**src/rtl/sst_pkg.sv**
```systemverilog
// Shared types, codes and character-class functions for the source tokenizer.
// Used by every module of the block; depends on nothing else.
package sst_pkg;

  // Width of the internal position counters. Positions shown on the port saturate at 16 bits.
  localparam int PosBits = 16;
  localparam int PosWide = (PosBits > 16) ? PosBits : 16;

  // Scanner modes.
  localparam logic [3:0] MODE_IDLE = 4'd0;
  localparam logic [3:0] MODE_WORD = 4'd1;
  localparam logic [3:0] MODE_NUM  = 4'd2;
  localparam logic [3:0] MODE_STR  = 4'd3;
  localparam logic [3:0] MODE_EQ   = 4'd4;
  localparam logic [3:0] MODE_BANG = 4'd5;
  localparam logic [3:0] MODE_LT   = 4'd6;
  localparam logic [3:0] MODE_GT   = 4'd7;

  // Token kinds.
  localparam logic [4:0] KIND_EOF     = 5'd0;
  localparam logic [4:0] KIND_INT     = 5'd1;
  localparam logic [4:0] KIND_FLOAT   = 5'd2;
  localparam logic [4:0] KIND_STRING  = 5'd3;
  localparam logic [4:0] KIND_IDENT   = 5'd4;
  localparam logic [4:0] KIND_GROWL   = 5'd5;
  localparam logic [4:0] KIND_LET     = 5'd6;
  localparam logic [4:0] KIND_IF      = 5'd7;
  localparam logic [4:0] KIND_ELIF    = 5'd8;
  localparam logic [4:0] KIND_ELSE    = 5'd9;
  localparam logic [4:0] KIND_FOR     = 5'd10;
  localparam logic [4:0] KIND_WHILE   = 5'd11;
  localparam logic [4:0] KIND_TRUE    = 5'd12;
  localparam logic [4:0] KIND_FALSE   = 5'd13;
  localparam logic [4:0] KIND_HONEY   = 5'd14;
  localparam logic [4:0] KIND_EQEQ    = 5'd15;
  localparam logic [4:0] KIND_NE      = 5'd16;
  localparam logic [4:0] KIND_LE      = 5'd17;
  localparam logic [4:0] KIND_GE      = 5'd18;
  localparam logic [4:0] KIND_LT      = 5'd19;
  localparam logic [4:0] KIND_GT      = 5'd20;
  localparam logic [4:0] KIND_PLUS    = 5'd21;
  localparam logic [4:0] KIND_MINUS   = 5'd22;
  localparam logic [4:0] KIND_STAR    = 5'd23;
  localparam logic [4:0] KIND_SLASH   = 5'd24;
  localparam logic [4:0] KIND_PERCENT = 5'd25;
  localparam logic [4:0] KIND_LPAREN  = 5'd26;
  localparam logic [4:0] KIND_RPAREN  = 5'd27;
  localparam logic [4:0] KIND_ASSIGN  = 5'd28;
  localparam logic [4:0] KIND_COLON   = 5'd29;
  localparam logic [4:0] KIND_UNKNOWN = 5'd30;
  localparam logic [4:0] KIND_ERROR   = 5'd31;

  typedef struct packed {
    logic [4:0]  kind;
    logic [15:0] start;
    logic [15:0] len;
    logic        last;
  } result_t;

  // Up to two results produced by one scanned byte, in emission order.
  typedef struct packed {
    logic [1:0] count;
    result_t    r0;
    result_t    r1;
  } push_t;

  function automatic logic is_space(logic [7:0] c);
    return (c == 8'd32) || (c >= 8'd9 && c <= 8'd13);
  endfunction

  function automatic logic is_digit(logic [7:0] c);
    return c >= "0" && c <= "9";
  endfunction

  function automatic logic is_alpha(logic [7:0] c);
    return (c >= "a" && c <= "z") || (c >= "A" && c <= "Z");
  endfunction

  function automatic logic is_word(logic [7:0] c);
    return is_alpha(c) || is_digit(c) || c == "_";
  endfunction

  function automatic logic [15:0] sat_out(logic [PosBits-1:0] v);
    logic [PosWide-1:0] w;
    w = PosWide'(v);
    if (w > PosWide'(65535)) begin
      return 16'hFFFF;
    end
    return w[15:0];
  endfunction

  function automatic logic [4:0] single_kind(logic [7:0] c);
    logic [4:0] k;
    case (c)
      "+":     k = KIND_PLUS;
      "-":     k = KIND_MINUS;
      "*":     k = KIND_STAR;
      "/":     k = KIND_SLASH;
      "%":     k = KIND_PERCENT;
      "(":     k = KIND_LPAREN;
      ")":     k = KIND_RPAREN;
      "=":     k = KIND_ASSIGN;
      ":":     k = KIND_COLON;
      "<":     k = KIND_LT;
      ">":     k = KIND_GT;
      default: k = KIND_UNKNOWN;
    endcase
    return k;
  endfunction

  // Only the first len bytes of the prefix are compared, so unwritten bytes never matter.
  function automatic logic [4:0] word_kind(logic [4:0][7:0] p, logic [2:0] len);
    logic [39:0] w5;
    logic [31:0] w4;
    logic [23:0] w3;
    logic [15:0] w2;
    logic [4:0]  k;
    w5 = {p[0], p[1], p[2], p[3], p[4]};
    w4 = {p[0], p[1], p[2], p[3]};
    w3 = {p[0], p[1], p[2]};
    w2 = {p[0], p[1]};
    k  = KIND_IDENT;
    case (len)
      3'd2: begin
        if (w2 == "if") k = KIND_IF;
      end
      3'd3: begin
        if (w3 == "let") k = KIND_LET;
        else if (w3 == "str") k = KIND_STRING;
        else if (w3 == "int") k = KIND_INT;
        else if (w3 == "for") k = KIND_FOR;
      end
      3'd4: begin
        if (w4 == "elif") k = KIND_ELIF;
        else if (w4 == "else") k = KIND_ELSE;
        else if (w4 == "TRUE") k = KIND_TRUE;
      end
      3'd5: begin
        if (w5 == "growl") k = KIND_GROWL;
        else if (w5 == "float") k = KIND_FLOAT;
        else if (w5 == "while") k = KIND_WHILE;
        else if (w5 == "FALSE") k = KIND_FALSE;
        else if (w5 == "honey") k = KIND_HONEY;
      end
      default: k = KIND_IDENT;
    endcase
    return k;
  endfunction

endpackage

```
**src/rtl/sst_scan.sv**
```systemverilog
// Input holding register and scanner state machine of the source tokenizer.
// Scans one byte per cycle while the queue has room, into up to two results; depends on sst_pkg.
module sst_scan (
  input  logic                clk,
  input  logic                rst,
  input  logic                s_tvalid,
  output logic                s_tready,
  input  logic [7:0]          s_tdata,
  input  logic                room,
  output sst_pkg::push_t      push
);

  logic                        held_valid;
  logic [7:0]                  held_ch;
  logic                        fire;

  logic [3:0]                  mode, mode_next;
  logic [sst_pkg::PosBits-1:0] position, position_next;
  logic [sst_pkg::PosBits-1:0] token_start, token_start_next;
  logic [4:0][7:0]             word_prefix;
  logic [2:0]                  word_length, word_length_next;
  logic                        seen_dot, seen_dot_next;
  logic [7:0]                  open_quote, open_quote_next;

  logic                        pre_we;
  logic [2:0]                  pre_idx;
  logic [sst_pkg::PosBits-1:0] pos_inc;
  logic [sst_pkg::PosBits-1:0] span;
  logic                        run_idle;
  logic                        do_reset;
  logic                        pend_v, sec_v;
  sst_pkg::result_t            pend, sec;
  logic [7:0]                  c;

  assign fire     = held_valid && room;
  assign s_tready = !held_valid || room;
  assign c        = held_ch;

  assign pos_inc = (position == {sst_pkg::PosBits{1'b1}}) ? position
                                                          : position + 1'b1;
  assign span    = (position >= token_start) ? position - token_start : '0;

  always_comb begin
    mode_next        = mode;
    position_next    = position;
    token_start_next = token_start;
    word_length_next = word_length;
    seen_dot_next    = seen_dot;
    open_quote_next  = open_quote;
    pre_we           = 1'b0;
    pre_idx          = word_length;
    run_idle         = 1'b0;
    do_reset         = 1'b0;
    pend_v           = 1'b0;
    sec_v            = 1'b0;
    pend             = '0;
    sec              = '0;

    unique case (mode) inside
      sst_pkg::MODE_WORD: begin
        if (sst_pkg::is_word(c)) begin
          if (word_length < 3'd5) pre_we = 1'b1;
          if (word_length < 3'd6) word_length_next = word_length + 3'd1;
          position_next = pos_inc;
        end else begin
          pend_v     = 1'b1;
          pend.kind  = sst_pkg::word_kind(word_prefix, word_length);
          pend.start = sst_pkg::sat_out(token_start);
          pend.len   = sst_pkg::sat_out(span);
          run_idle   = 1'b1;
        end
      end
      sst_pkg::MODE_NUM: begin
        if (sst_pkg::is_digit(c) || (c == "." && !seen_dot)) begin
          if (c == ".") seen_dot_next = 1'b1;
          position_next = pos_inc;
        end else begin
          pend_v     = 1'b1;
          pend.kind  = seen_dot ? sst_pkg::KIND_FLOAT : sst_pkg::KIND_INT;
          pend.start = sst_pkg::sat_out(token_start);
          pend.len   = sst_pkg::sat_out(span);
          run_idle   = 1'b1;
        end
      end
      sst_pkg::MODE_STR: begin
        sec.start = sst_pkg::sat_out(token_start);
        sec.len   = sst_pkg::sat_out(span);
        if (c == 8'd0) begin
          sec_v    = 1'b1;
          sec.kind = sst_pkg::KIND_ERROR;
          do_reset = 1'b1;
        end else begin
          if (c == open_quote) begin
            sec_v     = 1'b1;
            sec.kind  = sst_pkg::KIND_STRING;
            mode_next = sst_pkg::MODE_IDLE;
          end
          position_next = pos_inc;
        end
      end
      sst_pkg::MODE_EQ, sst_pkg::MODE_BANG, sst_pkg::MODE_LT, sst_pkg::MODE_GT: begin
        if (c == "=") begin
          sec_v         = 1'b1;
          sec.kind      = sst_pkg::KIND_EQEQ + 5'(mode - sst_pkg::MODE_EQ);
          sec.start     = sst_pkg::sat_out(token_start);
          sec.len       = 16'd2;
          mode_next     = sst_pkg::MODE_IDLE;
          position_next = pos_inc;
        end else begin
          pend_v     = 1'b1;
          pend.start = sst_pkg::sat_out(token_start);
          pend.len   = 16'd1;
          if (mode == sst_pkg::MODE_EQ) pend.kind = sst_pkg::KIND_ASSIGN;
          else if (mode == sst_pkg::MODE_BANG) pend.kind = sst_pkg::KIND_UNKNOWN;
          else if (mode == sst_pkg::MODE_LT) pend.kind = sst_pkg::KIND_LT;
          else pend.kind = sst_pkg::KIND_GT;
          run_idle = 1'b1;
        end
      end
      default: run_idle = 1'b1;
    endcase

    // The byte that closed a pending token is scanned again from idle.
    if (run_idle) begin
      mode_next = sst_pkg::MODE_IDLE;
      if (c == 8'd0) begin
        sec_v     = 1'b1;
        sec.kind  = sst_pkg::KIND_EOF;
        sec.start = sst_pkg::sat_out(position);
        sec.len   = 16'd0;
        do_reset  = 1'b1;
      end else begin
        position_next = pos_inc;
        if (!sst_pkg::is_space(c)) begin
          token_start_next = position;
          if (sst_pkg::is_alpha(c) || c == "_") begin
            mode_next        = sst_pkg::MODE_WORD;
            pre_we           = 1'b1;
            pre_idx          = 3'd0;
            word_length_next = 3'd1;
          end else if (sst_pkg::is_digit(c)) begin
            mode_next     = sst_pkg::MODE_NUM;
            seen_dot_next = 1'b0;
          end else if (c == "\"" || c == "'") begin
            mode_next        = sst_pkg::MODE_STR;
            open_quote_next  = c;
            token_start_next = pos_inc;
          end else if (c == "=") begin
            mode_next = sst_pkg::MODE_EQ;
          end else if (c == "!") begin
            mode_next = sst_pkg::MODE_BANG;
          end else if (c == "<") begin
            mode_next = sst_pkg::MODE_LT;
          end else if (c == ">") begin
            mode_next = sst_pkg::MODE_GT;
          end else begin
            sec_v     = 1'b1;
            sec.kind  = sst_pkg::single_kind(c);
            sec.start = sst_pkg::sat_out(position);
            sec.len   = 16'd1;
          end
        end
      end
    end

    // End of source returns the scanner to its reset state.
    if (do_reset) begin
      mode_next        = sst_pkg::MODE_IDLE;
      position_next    = '0;
      token_start_next = '0;
      word_length_next = 3'd0;
      seen_dot_next    = 1'b0;
      open_quote_next  = 8'd0;
    end
  end

  always_comb begin
    push.count   = fire ? (2'(pend_v) + 2'(sec_v)) : 2'd0;
    push.r0      = pend_v ? pend : sec;
    push.r0.last = !(pend_v && sec_v);
    push.r1      = sec;
    push.r1.last = 1'b1;
  end

  always_ff @(posedge clk) begin
    if (rst) begin
      held_valid  <= 1'b0;
      mode        <= sst_pkg::MODE_IDLE;
      position    <= '0;
      token_start <= '0;
      word_length <= 3'd0;
      seen_dot    <= 1'b0;
      open_quote  <= 8'd0;
    end else begin
      if (s_tvalid && s_tready) begin
        held_valid <= 1'b1;
      end else if (fire) begin
        held_valid <= 1'b0;
      end
      if (fire) begin
        mode        <= mode_next;
        position    <= position_next;
        token_start <= token_start_next;
        word_length <= word_length_next;
        seen_dot    <= seen_dot_next;
        open_quote  <= open_quote_next;
      end
    end
  end

  always_ff @(posedge clk) begin
    if (s_tvalid && s_tready) begin
      held_ch <= s_tdata;
    end
    if (fire && pre_we) begin
      word_prefix[pre_idx] <= c;
    end
  end

endmodule

```
**src/rtl/sst_queue.sv**
```systemverilog
// Three-entry result queue of the source tokenizer, head at entry zero.
// Takes up to two results a cycle and drives the master side; depends on sst_pkg.
module sst_queue (
  input  logic              clk,
  input  logic              rst,
  input  sst_pkg::push_t    push,
  output logic              room,
  output logic              m_tvalid,
  input  logic              m_tready,
  output sst_pkg::result_t  head
);

  sst_pkg::result_t entry [3];
  sst_pkg::result_t entry_next [3];
  logic [1:0]       count, count_next;
  logic [1:0]       kept;
  logic             pop;

  assign m_tvalid = count != 2'd0;
  assign pop      = m_tvalid && m_tready;
  assign kept     = count - 2'(pop);
  // Two free entries are needed, since one byte can produce two results.
  assign room     = kept <= 2'd1;
  assign head     = entry[0];

  always_comb begin
    entry_next[0] = pop ? entry[1] : entry[0];
    entry_next[1] = pop ? entry[2] : entry[1];
    entry_next[2] = entry[2];
    for (int i = 0; i < 3; i++) begin
      if (push.count != 2'd0 && 2'(i) == kept) entry_next[i] = push.r0;
      if (push.count == 2'd2 && 2'(i) == kept + 2'd1) entry_next[i] = push.r1;
    end
    count_next = kept + push.count;
  end

  always_ff @(posedge clk) begin
    if (rst) begin
      count <= 2'd0;
    end else begin
      count <= count_next;
    end
  end

  always_ff @(posedge clk) begin
    for (int i = 0; i < 3; i++) begin
      entry[i] <= entry_next[i];
    end
  end

endmodule

```
**src/rtl/script_source_tokenizer_top.sv**
```systemverilog
// Top level of the source tokenizer: scanner followed by the result queue.
// Depends on sst_pkg, sst_scan and sst_queue.
//
// Source bytes arrive on the slave stream (s_tdata = ch), one byte per transfer; a zero
// byte ends the source. Tokens leave on the master stream, one token per transfer.
// A byte is held in an input register and scanned once the queue has room; its results are
// written to a three-entry queue register, from which the first result is offered. The
// scanner takes one byte per cycle while the queue has two free entries after the current
// output transfer; with the receiver always ready this gives one byte per cycle, and a
// byte that yields two tokens occupies the master side for two transfers. m_tlast marks
// the final token caused by a byte. When the receiver stalls, bytes that close no token
// keep flowing; once two results wait in the queue and a further byte is held, s_tready
// drops until the queue drains, and nothing is lost. Reset empties the queue and the input
// register and returns the scanner to idle with position zero; the end of source does the
// same to the scanner after its last token.
module script_source_tokenizer_top (
  input  logic        clk,
  input  logic        rst,
  input  logic        s_tvalid,
  output logic        s_tready,
  input  logic [7:0]  s_tdata,   // [7:0] ch
  output logic        m_tvalid,
  input  logic        m_tready,
  output logic [39:0] m_tdata,   // [4:0] token_kind, [20:5] token_offset, [36:21] text_length
  output logic        m_tlast
);

  sst_pkg::push_t   push;
  sst_pkg::result_t head;
  logic             room;

  sst_scan u_scan (
    .clk      (clk),
    .rst      (rst),
    .s_tvalid (s_tvalid),
    .s_tready (s_tready),
    .s_tdata  (s_tdata),
    .room     (room),
    .push     (push)
  );

  sst_queue u_queue (
    .clk      (clk),
    .rst      (rst),
    .push     (push),
    .room     (room),
    .m_tvalid (m_tvalid),
    .m_tready (m_tready),
    .head     (head)
  );

  assign m_tdata = {3'b000, head.len, head.start, head.kind};
  assign m_tlast = head.last;

endmodule

```
**config.mk**
```make
export PLATFORM = sky130hd
export DESIGN_NAME = script_source_tokenizer_top
export DESIGN_NICKNAME = d
export VERILOG_FILES = /design/src/rtl/sst_pkg.sv /design/src/rtl/sst_scan.sv /design/src/rtl/sst_queue.sv /design/src/rtl/script_source_tokenizer_top.sv
export SDC_FILE = /design/constraint.sdc
export NUM_CORES = 1
export LEC_CHECK = 0
export ABC_AREA = 1
export BUFFER_PORTS_ARGS = -buffer_cell sky130_fd_sc_hd__buf_2
export CAP_MARGIN = 20
export CELL_PAD_IN_SITES_DETAIL_PLACEMENT = 0
export CELL_PAD_IN_SITES_GLOBAL_PLACEMENT = 1
export CORE_UTILIZATION = 50
export DETAILED_ROUTE_END_ITERATION = 7
export HOLD_SLACK_MARGIN = 0.15
export PLACE_DENSITY = 0.88
export SETUP_SLACK_MARGIN = 0.02
export SYNTH_ARGS = -nofsm -noshare
export SYNTH_HDL_FRONTEND = slang
export SYNTH_SLANG_ARGS = --single-unit
export TNS_END_PERCENT = 50
```
**constraint.sdc**
```tcl
create_clock -name clk -period 12.5 [get_ports clk]
set_input_delay 0.625 -clock clk [delete_from_list [all_inputs] [get_ports clk]]
set_output_delay 0.625 -clock clk [all_outputs]
set_load 0.03 [all_outputs]
```
# Word level (Yosys, flattened, before mapping)
# Memory sizes are Yosys's and may differ from the RTL's.
# Cells that the tools add are included.
[word_totals]
mem_bits_ro = 0
latch_bits = 0
ramBits = 114
elab_cells = 321
inputBits = 12
output_inout_bits = 43
n_memories = 1
ff_bits = 99
[op_classes]
reduce_logical = 41
addsub = 9
n_div = 0
magnitude_cmp = 17
n_eq_ne = 55
n_bitwise = 0
mux = 184
multipliers = 0
n_shift = 0
[mem_list]
columns = ["memory", "words", "width", "rd", "rd_clocked_by_memory_dff", "wr", "line", "rtl"]
rows = [
  ["u_queue.entry", 3, 38, 3, 0, 3, "sst_queue.sv:13", "sst_pkg::result_t entry [3];"],
]
[ops]
columns = ["operator", "n"]
rows = [
  ["$mux W37", 14],
  ["$mux W16", 29],
  ["$mux W38", 9],
  ["$eq A40 B39 Y1 const B", 5],
  ["$eq A8 B6 Y1 const B", 16],
  ["$pmux W37 S3", 1],
  ["$eq A24 B23 Y1 const B", 4],
  ["$eq A32 B31 Y1 const B", 3],
  ["$pmux W37 S2", 1],
  ["$mux W4", 17],
  ["$mux W1", 67],
  ["$mux W8", 8],
  ["$pmux W16 S4", 1],
  ["$mux W5", 11],
  ["$gt A16 B16 Y1 const B", 3],
  ["$mux W3", 14],
  ["$bwmux W40", 1],
  ["$pmux W4 S8", 1],
  ["$demux W8 S3", 1],
  ["$pmux W5 S4", 1],
  ["$logic_and A1 B1 Y1", 17],
  ["$add A16 B1 Y16 const B", 1],
  ["$eq A16 B15 Y1 const B", 1],
  ["$eq A16 B16 Y1 const B", 1],
  ["other kinds (47)", 79],
]

# Depth between registers and ports, before layout
[logic_depth]
ltp_word = 26
mapped_depth = 25
ltp_nobuf = 21

# Hierarchy
# From an unflattened synthesis, not the netlist that was laid out.
[hier_totals]
hier_cells = 2039
hier_area_um2 = 14614.0
[by_module_without_submodules]
columns = ["module", "area_per_inst_um2", "n_inst", "cells_each", "seq_area_each_um2"]
rows = [
  ["sst_scan", 8082.8, 1, 1287, 2402.3],
  ["sst_queue", 6505.0, 1, 748, 3463.3],
  ["script_source_tokenizer_top", 26.3, 1, 4, 0.0],
]

# Least setup slack after synthesis
# OpenSTA, ideal clock, no wires.
[synth_path]
kind = "register -> register"
from = "register u_scan.mode[0]"
to = "memory u_queue.entry[0][100] (netlist bit), data pin"
synth_period_minus_slack_ns = 4.658
required_ns = 12.353
stages_incl_launch_ff = 20
n_path_buf = 3
path_slack_ns = 7.842
setup_ns = 0.147
t_arrival_ns = 4.511
cell_sequence = "dfxtp_1 inv_1 ha_1 nor2_1 nor2_1 nor2_1 nand4_1 nand4_4 nand2_4 buf_4 nand2_1 ha_1 inv_1 nor2_2 nand2_1 nor2_1 inv_1 clkbuf_1 buf_1 a21oi_1"
[synth_lines]
columns = ["item", "line", "rtl"]
rows = [
  ["start, declared", "sst_scan.sv:17", "logic [3:0] mode, mode_next;"],
  ["start signal, assigned", "sst_scan.sv:188", "mode <= sst_pkg::MODE_IDLE;"],
  ["start signal, assigned", "sst_scan.sv:201", "mode <= mode_next;"],
  ["end, declared", "sst_queue.sv:13", ""],
]

==> results by group <==
Timing
  – Final worst path period need: 5690 ps
  – Tightest hold margin: 285.9 ps
  – Upper clock frequency limit: 175.7 MHz
  – Maximum clock skew at final layout: 13.42 ps
  – Unrepaired setup endpoints after global routing: false
  – Count of endpoints failing setup in the final report: 0
  – Number of hold-slack violations in the final timing report: 0
  – Slew headroom: 0.3164
  – Final period util: 0.4552
  – Setup TNS: 0 ps
  – Final number of max-transition violations: 0
  – Worst slew pin tran: 1022 ps

Route
  – Detailed-routing iteration count for the pre-antenna-repair pass: 8
  – Average via count per standard cell: 5.451
  – Final routed DRC violation total: 6
  – Drt wl/cell: 17.30 um
  – Number of routed nets with antenna violations: 0
  – Number of design-rule violations left by the first detailed-router iteration: 1139
  – Total detailed-routing wirelength: 38180 um
  – Vias: 12.03k

Setup path
  – Kind of capture point of the worst setup path: flip-flop
  – Data arrival at the endpoint of the critical path: 5880 ps
  – Depth of the worst register-to-register path: 21
  – Capture point of the worst reg-to-reg path: u_queue.entry[0][75]
  – Required time at the worst-slack endpoint: 12690 ps
  – Critical Setup Path Class: flip-flop to flip-flop
  – Launch point of the worst path: u_scan.mode[1]
  – Critical path peak fanout: 75
  – Flop2flop setup slack: 6810 ps
  – Last element of the critical path: u_queue.entry[0][75]
  – CP Launch Type: flip-flop
  – Reg2reg start: u_scan.mode[1]

Synthesis
  – Synthesized netlist cell count: 1870
  – Synthesized flop and latch total: 212
  – Async set-reset flop share out of synthesis: 0
  – Count of different cell masters after synthesis: 48
  – Count of yosys warnings during synthesis: 0
  – Sequential area share after synthesis: 0.4326
  – Mapped cell area: 13490 um^2
  – Cell taking the most area after synthesis: sky130_fd_sc_hd__edfxtp_1
  – Most frequently used flop master after synthesis: sky130_fd_sc_hd__edfxtp_1
  – Share of the synthesized area in the top cell type: 0.3540
  – Cell types occupying the most area after synthesis: sky130_fd_sc_hd__edfxtp_1 35%, sky130_fd_sc_hd__nand2_1 16%, sky130_fd_sc_hd__nor2_1 8.3%, sky130_fd_sc_hd__dfxtp_1 7.9%, sky130_fd_sc_hd__nand3_1 5.2%
  – Post-Synthesis Mean Instance Area: 7.213 um^2
  – Number of flops mapped to enable cells by yosys: 159

Clock network
  – Worst-path clk slew: 60 ps
  – Number of buffers on the longest clock path: 3
  – Clk sink count: 212
  – Latest clock arrival within the worst-skew pair: 520 ps
  – Hold buffer count at CTS: 0
  – Buffer count from post-CTS setup fixing: 0
  – CTS root buffer: sky130_fd_sc_hd__clkbuf_16
  – TritonCTS clock tree: built
  – Clock buffer count from CTS: 23
  – Number of gates given a new drive strength after cts: 0
  – Clock H-tree levels: 1

Pwr
  – Pwr/cell area: 218.8 nW/um^2
  – Combinational Power Share: 0.462
  – Cell-internal power: 1.708 mW
  – P_sw: 1.438 mW
  – Clock share of power: 0.208
  – Worst supply voltage drop on vdd: 0.1516 mV
  – Seq pwr share: 0.330
  – Switching part of the total: 0.4570
  – Leak Pwr: 6.173 nW

Finish
  – Final net count: 1901
  – N_diodes: 0
  – Share of layout cells above drive strength 1: 0.07799
  – Area growth syn-to-layout: 6.595%
  – Fin area: 14380 um^2

Global route
  – Aggregate global routing overflow: 0
  – Tot GR Track Use: 0.2760
  – Vias in the first global route: 11.03k
  – Maximum number of pins on one net before global-route repair: 76
  – Wire length of the first global-routing pass: 59990 um
  – Number of antenna violations at the first check in global routing: 0

Place
  – HPWL reported at the end of detailed placement: 28490 um
  – IO buf count: 51
  – Placed Area: 13650 um^2
  – Last weighted congestion value of the routability-driven placer: 0.9104

Run
  – Count of maximum capacitance violations: 0

Floorplan
  – Number of cell rows: 59
  – Starting utilization of the core area: 0.5133
  – Top-level I/O count: 55
  – Die Area: 27640 um^2
  – Placeable core region: 26280 um^2
  – Die Y: 166.3 um
  – Horiz. Die Dim: 166.3 um

Outcome
  – Violations in the final reports: DRC
  – Outcome: finished, violations left

Worst hold path
  – Hold Crit Class: input port to flip-flop
  – Startpoint of the tightest hold check path: s_tdata[1]
==> power by group through the flow <==
| stage | logic, mW | clock network [mW] | registers [mW] |
|---|---|---|---|
| after floorplan | 1.09 | 0 | 1.04 |
| after global placement | 1.41 | 0 | 1.05 |
| after detailed placement | 1.43 | 0 | 1.05 |
| after CTS | 1.43 | 0.665 | 1.04 |
| after global routing | 1.59 | 0.695 | 1.05 |
| final | 1.45 | 0.655 | 1.04 |
==> layout make-up <==
class / instances / area [um^2]
Timing Repair Buffer: 65 / 357.8
Inverter: 193 / 724.4
Multi-Input combinational cell: 1362 / 6326
Clock inverter: 12 / 121.4
Clock buffer: 28 / 594.3
Fill cell: 2567 / 11900
Sequential cell: 212 / 5836
Tap cell: 335 / 419.2
==> per-layer routing <==
metal,share of wire,up-vias,GRT usage,routed length (um)
li1,-,6008,-,-
met1,0.45,5487,0.3895,17180
met2,0.44,473,0.4388,16830
met3,0.085,63,0.04623,3246
met4,0.024,0,0.07448,923
met5,0,-,0,0
==> cells by family after synthesis <==
| kind of cell | synth area share |
|---|---|
| buffers and inverters | 0.09999 |
| other | 0.0002780 |
| adder cells (fa/ha/maj) | 0.03024 |
| XOR/XNOR | 0.01169 |
| AND/OR/NAND/NOR | 0.3396 |
| flip-flops | 0.4326 |
| AO/OA/AOI/OAI | 0.08562 |
==> placed cells by master (no fill, tap or decap), types with 3 or more instances in the layout <==
cell type                    synthesis  final
sky130_fd_sc_hd__inv_1             179    179
sky130_fd_sc_hd__nand3_1           140    140
sky130_fd_sc_hd__buf_4              45     11
sky130_fd_sc_hd__buf_2              25     52
sky130_fd_sc_hd__edfxtp_1          159    159
sky130_fd_sc_hd__clkinvlp_4          0      3
sky130_fd_sc_hd__and3_1              3      3
sky130_fd_sc_hd__a31oi_1             9      9
sky130_fd_sc_hd__nor3_1             22     22
sky130_fd_sc_hd__o21ai_0            60     60
sky130_fd_sc_hd__conb_1              1      3
sky130_fd_sc_hd__o211ai_1            4      4
sky130_fd_sc_hd__xor2_1              8      8
sky130_fd_sc_hd__o21ai_1            33     33
sky130_fd_sc_hd__a21oi_1            96     96
sky130_fd_sc_hd__ha_1               31     31
sky130_fd_sc_hd__nor4_1              5      5
sky130_fd_sc_hd__nand4_1            26     26
sky130_fd_sc_hd__inv_2              13     13
sky130_fd_sc_hd__nand2_4             3      3
sky130_fd_sc_hd__nor2_1            297    296
sky130_fd_sc_hd__or2_2               6      6
sky130_fd_sc_hd__xnor2_1            10     10
sky130_fd_sc_hd__clkbuf_1           28      5
sky130_fd_sc_hd__nor2_4              5      6
sky130_fd_sc_hd__nand2_2             8      8
sky130_fd_sc_hd__dfxtp_1            53     53
sky130_fd_sc_hd__clkinv_1            1      4
sky130_fd_sc_hd__a211oi_1            5      5
sky130_fd_sc_hd__nor2_2              6      6
sky130_fd_sc_hd__clkbuf_16           0     23
sky130_fd_sc_hd__o21bai_1            3      3
sky130_fd_sc_hd__nand2_1           561    561
==> Yosys cell counts (2+ instances only) <==
library cell and number:
sky130_fd_sc_hd__xnor2_1 10, sky130_fd_sc_hd__inv_1 179, sky130_fd_sc_hd__and3_1 3, sky130_fd_sc_hd__a21oi_1 96, sky130_fd_sc_hd__nor2_1 297, sky130_fd_sc_hd__nor2_4 5
sky130_fd_sc_hd__buf_4 45, sky130_fd_sc_hd__a211oi_1 5, sky130_fd_sc_hd__o21ai_0 60, sky130_fd_sc_hd__a31oi_1 9, sky130_fd_sc_hd__nand2_4 3, sky130_fd_sc_hd__inv_2 13
sky130_fd_sc_hd__or2_2 6, sky130_fd_sc_hd__buf_2 25, sky130_fd_sc_hd__buf_1 3, sky130_fd_sc_hd__xor2_1 8, sky130_fd_sc_hd__nand3_4 2, sky130_fd_sc_hd__nor4_1 5
sky130_fd_sc_hd__o211ai_1 4, sky130_fd_sc_hd__nand3_2 2, sky130_fd_sc_hd__o2111ai_1 2, sky130_fd_sc_hd__ha_1 31, sky130_fd_sc_hd__nor2_2 6, sky130_fd_sc_hd__nor3_1 22
sky130_fd_sc_hd__nand2_2 8, sky130_fd_sc_hd__buf_6 4, sky130_fd_sc_hd__nand3_1 140, sky130_fd_sc_hd__o21ai_1 33, sky130_fd_sc_hd__edfxtp_1 159, sky130_fd_sc_hd__clkbuf_1 28
sky130_fd_sc_hd__nand4_1 26, sky130_fd_sc_hd__dfxtp_1 53, sky130_fd_sc_hd__o21bai_1 3, sky130_fd_sc_hd__nand2_1 561
==> worst min-delay path by stage <==
stage / end / slack (ps) / depth (start not counted)
finish: u_scan.c[1] / 290 / 1
global route: u_scan.c[7] / 270 / 1
CTS: u_scan.c[1] / 280 / 1
detailed placement: u_queue.entry[0][76] / 420 / 2
global placement: u_queue.entry[0][76] / 420 / 2
floorplan: u_queue.entry[0][76] / 400 / 2
==> registers in the layout (all words and copies together) (netlist names) <==
| name | count |
|---|---|
| u_scan.word_length | 3 |
| u_scan.token_start | 16 |
| u_scan.word_prefix | 40 |
| u_scan.c | 8 |
| u_scan.mode | 3 |
| u_queue.count | 2 |
| u_scan.seen_dot | 1 |
| u_queue.entry | 114 |
| u_scan.open_quote | 8 |
| u_scan.held_valid | 1 |
| u_scan.position | 16 |
==> worst max-delay path, stage by stage, from the launching register on <==
cell	delay, ps
sky130_fd_sc_hd__dfxtp_1	430
sky130_fd_sc_hd__inv_1	110
sky130_fd_sc_hd__ha_1	220
sky130_fd_sc_hd__nor2_1	110
sky130_fd_sc_hd__nor2_1	80
sky130_fd_sc_hd__nor2_1	330
sky130_fd_sc_hd__inv_1	120
sky130_fd_sc_hd__nand2_2	180
sky130_fd_sc_hd__inv_1	110
sky130_fd_sc_hd__nor2_4	510
sky130_fd_sc_hd__inv_2	320
sky130_fd_sc_hd__ha_1	500
sky130_fd_sc_hd__inv_1	60
sky130_fd_sc_hd__nor2_1	150
sky130_fd_sc_hd__nor2_1	90
sky130_fd_sc_hd__inv_1	60
sky130_fd_sc_hd__nand3_1	80
sky130_fd_sc_hd__inv_2	60
sky130_fd_sc_hd__buf_4	590
sky130_fd_sc_hd__nor2_1	140
sky130_fd_sc_hd__nand2_1	650
sky130_fd_sc_hd__buf_4	430
==> stage by stage <==
stage	total power [mW]	cells	util	worst slack, ps
3_5_place_dp	2.480	2165	0.5193	6916
5_1_grt	3.341	2207	0.5471	6375
6_report	3.146	2207	0.5471	6810
4_1_cts	3.134	2205	0.5466	6899
2_1_floorplan	2.134	1872	-	7842
3_3_place_gp	2.458	2164	0.5191	6981
Note: power is estimated with default switching activity, not from simulation.
